===== src/hdl/pce_ram.sv =====
// ----------------------------------------------------------------------------
// Generic RAM
// One write port, one read port with registered read data and read enable.
// ----------------------------------------------------------------------------
`default_nettype none

module pce_ram #(
    parameter int WIDTH = 256,
    parameter int DEPTH = 16
) (
    input  wire logic                                  i_clk,
    input  wire logic                                  i_we,
    input  wire logic [(DEPTH > 1 ? $clog2(DEPTH) : 1)-1:0] i_waddr,
    input  wire logic [WIDTH-1:0]                      i_wdata,
    input  wire logic                                  i_re,
    input  wire logic [(DEPTH > 1 ? $clog2(DEPTH) : 1)-1:0] i_raddr,
    output logic      [WIDTH-1:0]                      o_rdata
);

    logic [WIDTH-1:0] r_mem [DEPTH];

    // Write, and read returning the old contents on a same-address write
    always_ff @(posedge i_clk) begin
        if (i_we) begin
            r_mem[i_waddr] <= i_wdata;
        end
        if (i_re) begin
            o_rdata <= r_mem[i_raddr];
        end
    end

endmodule

`default_nettype wire


===== config.mk =====
export PLATFORM = sky130hd
export DESIGN_NAME = pce_ram
export DESIGN_NICKNAME = d
export VERILOG_FILES = /design/src/hdl/pce_ram.sv
export SDC_FILE = /design/constraint.sdc
export NUM_CORES = 2
export LEC_CHECK = 0
export ABC_CLOCK_PERIOD_IN_PS = 20100
export BUFFER_PORTS_ARGS = -buffer_cell sky130_fd_sc_hd__buf_2
export CAP_MARGIN = 20
export CORE_MARGIN = 3
export CORE_UTILIZATION = 50
export DETAILED_ROUTE_END_ITERATION = 16
export PLACE_DENSITY = 0.72
export RECOVER_POWER = 100
export SYNTH_ARGS = -nofsm -noshare
export SYNTH_HDL_FRONTEND = slang
export SYNTH_SLANG_ARGS = --single-unit

===== constraint.sdc =====
create_clock -name i_clk -period 20.1 [get_ports i_clk]
set_clock_uncertainty 0.2 [all_clocks]
set_input_delay 1.005 -clock i_clk [delete_from_list [all_inputs] [get_ports i_clk]]
set_output_delay 1.005 -clock i_clk [all_outputs]
set_load 0.03 [all_outputs]

==> flow_summary.json <==
{
  "dieHeight_um": 574,
  "drc": 0,
  "critPathSlowestCell": "clkbuf_1",
  "start_util": 0.505,
  "row_count": 207,
  "layout_common_cells": "edfxtp_1 (4,352), mux4_2 (968), clkbuf_1 (689)",
  "grt_use_total": 0.230,
  "grt_max_degree": 170,
  "clock_latency_ns": 0.95,
  "nets": 7659,
  "dr.pass1.iters": 5,
  "dieArea_mm2": 0.329,
  "synthesis.nets": 6915,
  "wl_per_cell_um": 31.7,
  "synth_edf_count": 4352,
  "hpwl_um": 192000,
  "min_path_type": "in2reg",
  "status": "finished with violations",
  "cts_buffers": 424,
  "arrival_ns": 12.53,
  "vias": 75600,
  "ant_nets": 0,
  "cts_tree": "built",
  "clkSinkCount": 4352,
  "synth_seq_cells": 4352,
  "wl_um": 382000,
  "die_w_um": 574,
  "yosysSeqAreaShare": 0.811,
  "fmax_mhz": 81.3,
  "fillers": 22600,
  "critPathLaunchType": "input port",
  "synth_warnings": 0,
  "path_clk_slew_ns": 0.06,
  "finalHoldViolCount": 0,
  "syn_area_per_cell_um2": 24.3,
  "cts_buffer_depth": 4,
  "place_congestion": 0.751,
  "netlist_area_mm2": 0.161,
  "end_kind": "flop",
  "drive_above_1_share": 0.224,
  "r2r_end": "o_rdata[187]",
  "grt_pass1_wl_um": 553000,
  "ios": 523,
  "holdWs_ns": 0.329,
  "ys_types": 25,
  "maxSlewViolCount": 4145,
  "ff2ff_path_depth": 3,
  "viasPerCell": 6.27,
  "reg2reg_from": "r_mem[7][187]",
  "syn2layout_area_growth_pct": 12.6,
  "powerDensity_mw_per_mm2": 105,
  "rrSetupSlack_ns": 18.12,
  "antenna_found_initial": 102,
  "holdPathStages": 1,
  "fin_setup_tns_ns": 0,
  "crit_top_cell": "clkbuf_1",
  "port_buffers": 522,
  "ir_drop_uv": 121,
  "htreeDepth": 5,
  "period_needed_ns": 12.29,
  "period_share": 0.612,
  "max_stage_delay_ns": 4.85,
  "synth_ff_type": "edfxtp_1",
  "clock-root-buffer": "clkbuf_16",
  "crit_required_ns": 20.34,
  "setup_viol": 0,
  "cts_resized": 0,
  "drt_iter0_markers": 9837,
  "hp-start": "i_wdata[202]",
  "grt_pass1_vias": 77500,
  "grt-ovfl-total": 0,
  "grt_setup_unrepaired": "false",
  "synthCells": 6648,
  "path_max_fanout": 77,
  "min_to": "r_mem[14][202]",
  "async_flop_share": 0,
  "crit_type": "in2reg",
  "leakage_uw": 0.0561,
  "crit_chain": "clkbuf_1 -> nand3_1 -> nor3_1 -> clkbuf_1 -> clkbuf_1 -> clkbuf_1",
  "layout_commonest_cell": "edfxtp_1",
  "cts_setup_buffers": 0,
  "design.core.area_mm2": 0.319,
  "tightestPinTransition_ns": 8.98,
  "cts_hold_buffers": 0,
  "cap_violations": 97,
  "slew_headroom": -4.98,
  "violations": "max-capacitance violations, max-slew violations"
}
-- synth_stat cells, types with 2 or more instances --
master | number | area (um2)
mux2_2 | 106 | 1190
and2_1 | 3 | 18.8
mux4_2 | 968 | 21800
a221oi_1 | 23 | 201
buf_2 | 87 | 435
nand3b_1 | 2 | 15.0
a22oi_1 | 450 | 3380
nor3_1 | 4 | 20.0
nand2_1 | 202 | 758
o221ai_1 | 33 | 289
edfxtp_1 | 4352 | 131000
buf_4 | 89 | 668
mux2i_1 | 35 | 350
nor2b_1 | 39 | 244
buf_6 | 8 | 90.1
nor2_1 | 14 | 52.6
buf_1 | 19 | 71.3
clkbuf_1 | 150 | 563
o21ai_0 | 27 | 135
o22a_1 | 6 | 52.6
nand2b_1 | 27 | 169
-- through the flow --
step                      total power [uW]  instance area, um2  instances  worst slack (ns)   util
after floorplan                      11100              161000       6648             0.132      -
after global placement               11400              169000      11200             13.69  0.529
after detailed placement             11400              169000      11200             13.65  0.529
after CTS                            19200              183000      12000             14.65  0.572
after global routing                 19600              181000      12000              7.22  0.568
final                                19000              182000      12100              7.81  0.568
-- area by class of cell --
| class | instances | area, um2 | share of cell area |
|---|---|---|---|
| diodes | 41 | 103 | 0.000565 |
| clock buffers | 511 | 11100 | 0.0609 |
| clock inverters | 254 | 2580 | 0.0142 |
| multi-input cells | 1943 | 28800 | 0.158 |
| flip-flops and latches | 4352 | 131000 | 0.720 |
| well taps | 4284 | 5360 | 0.0295 |
| repair buffers | 671 | 2980 | 0.0164 |
-- worst max-delay path, delay by kind of cell --
| kind | cells | cell delay (ns) |
|---|---|---|
| AND/OR/NAND/NOR | 2 | 0.38 |
| buffers and inverters | 4 | 10.84 |
-- kinds of logic (layout without fill, tap and decap cells) --
group | Yosys count | in the layout | synth area share
mux | 1109 | 1109 | 0.145
flops | 4352 | 4352 | 0.811
buf+inv | 353 | 1436 | 0.0113
compound gates | 539 | 539 | 0.0252
simple gates | 295 | 295 | 0.00809
other cells | 0 | 41 | 0
-- routing by layer --
layer  GRT usage  wire length [um]  vias up
li1            -                 -    30200
met2       0.368            187000     4025
met1       0.327            149000    40600
met5           0               429        -
met4      0.0578              8820       68
met3      0.0498             37500      625
-- registers in the layout, summed over array words and instances (netlist names) --
register	count
r_mem	4096
o_rdata	256
-- report_power, final --
group	switching [uW]	leakage (uW)	internal, uW
combinational	606	0.00995	325
sequential	75.7	0.0395	10200
clock	3320	0.00661	4450
-- worst max-delay path by stage --
stage | end | startpoint | depth (start not counted) | slack (ns)
CTS | o_rdata[145] | i_raddr[0] | 8 | 14.65
detailed placement | o_rdata[6] | i_raddr[0] | 8 | 13.65
floorplan | r_mem[12][0] | i_waddr[1] | 1 | 0.13
global placement | o_rdata[4] | i_raddr[0] | 8 | 13.69
finish | r_mem[12][175] | i_waddr[3] | 6 | 7.81
global route | o_rdata[104] | i_raddr[1] | 6 | 7.22
Note: power is estimated with default switching activity, not from simulation.
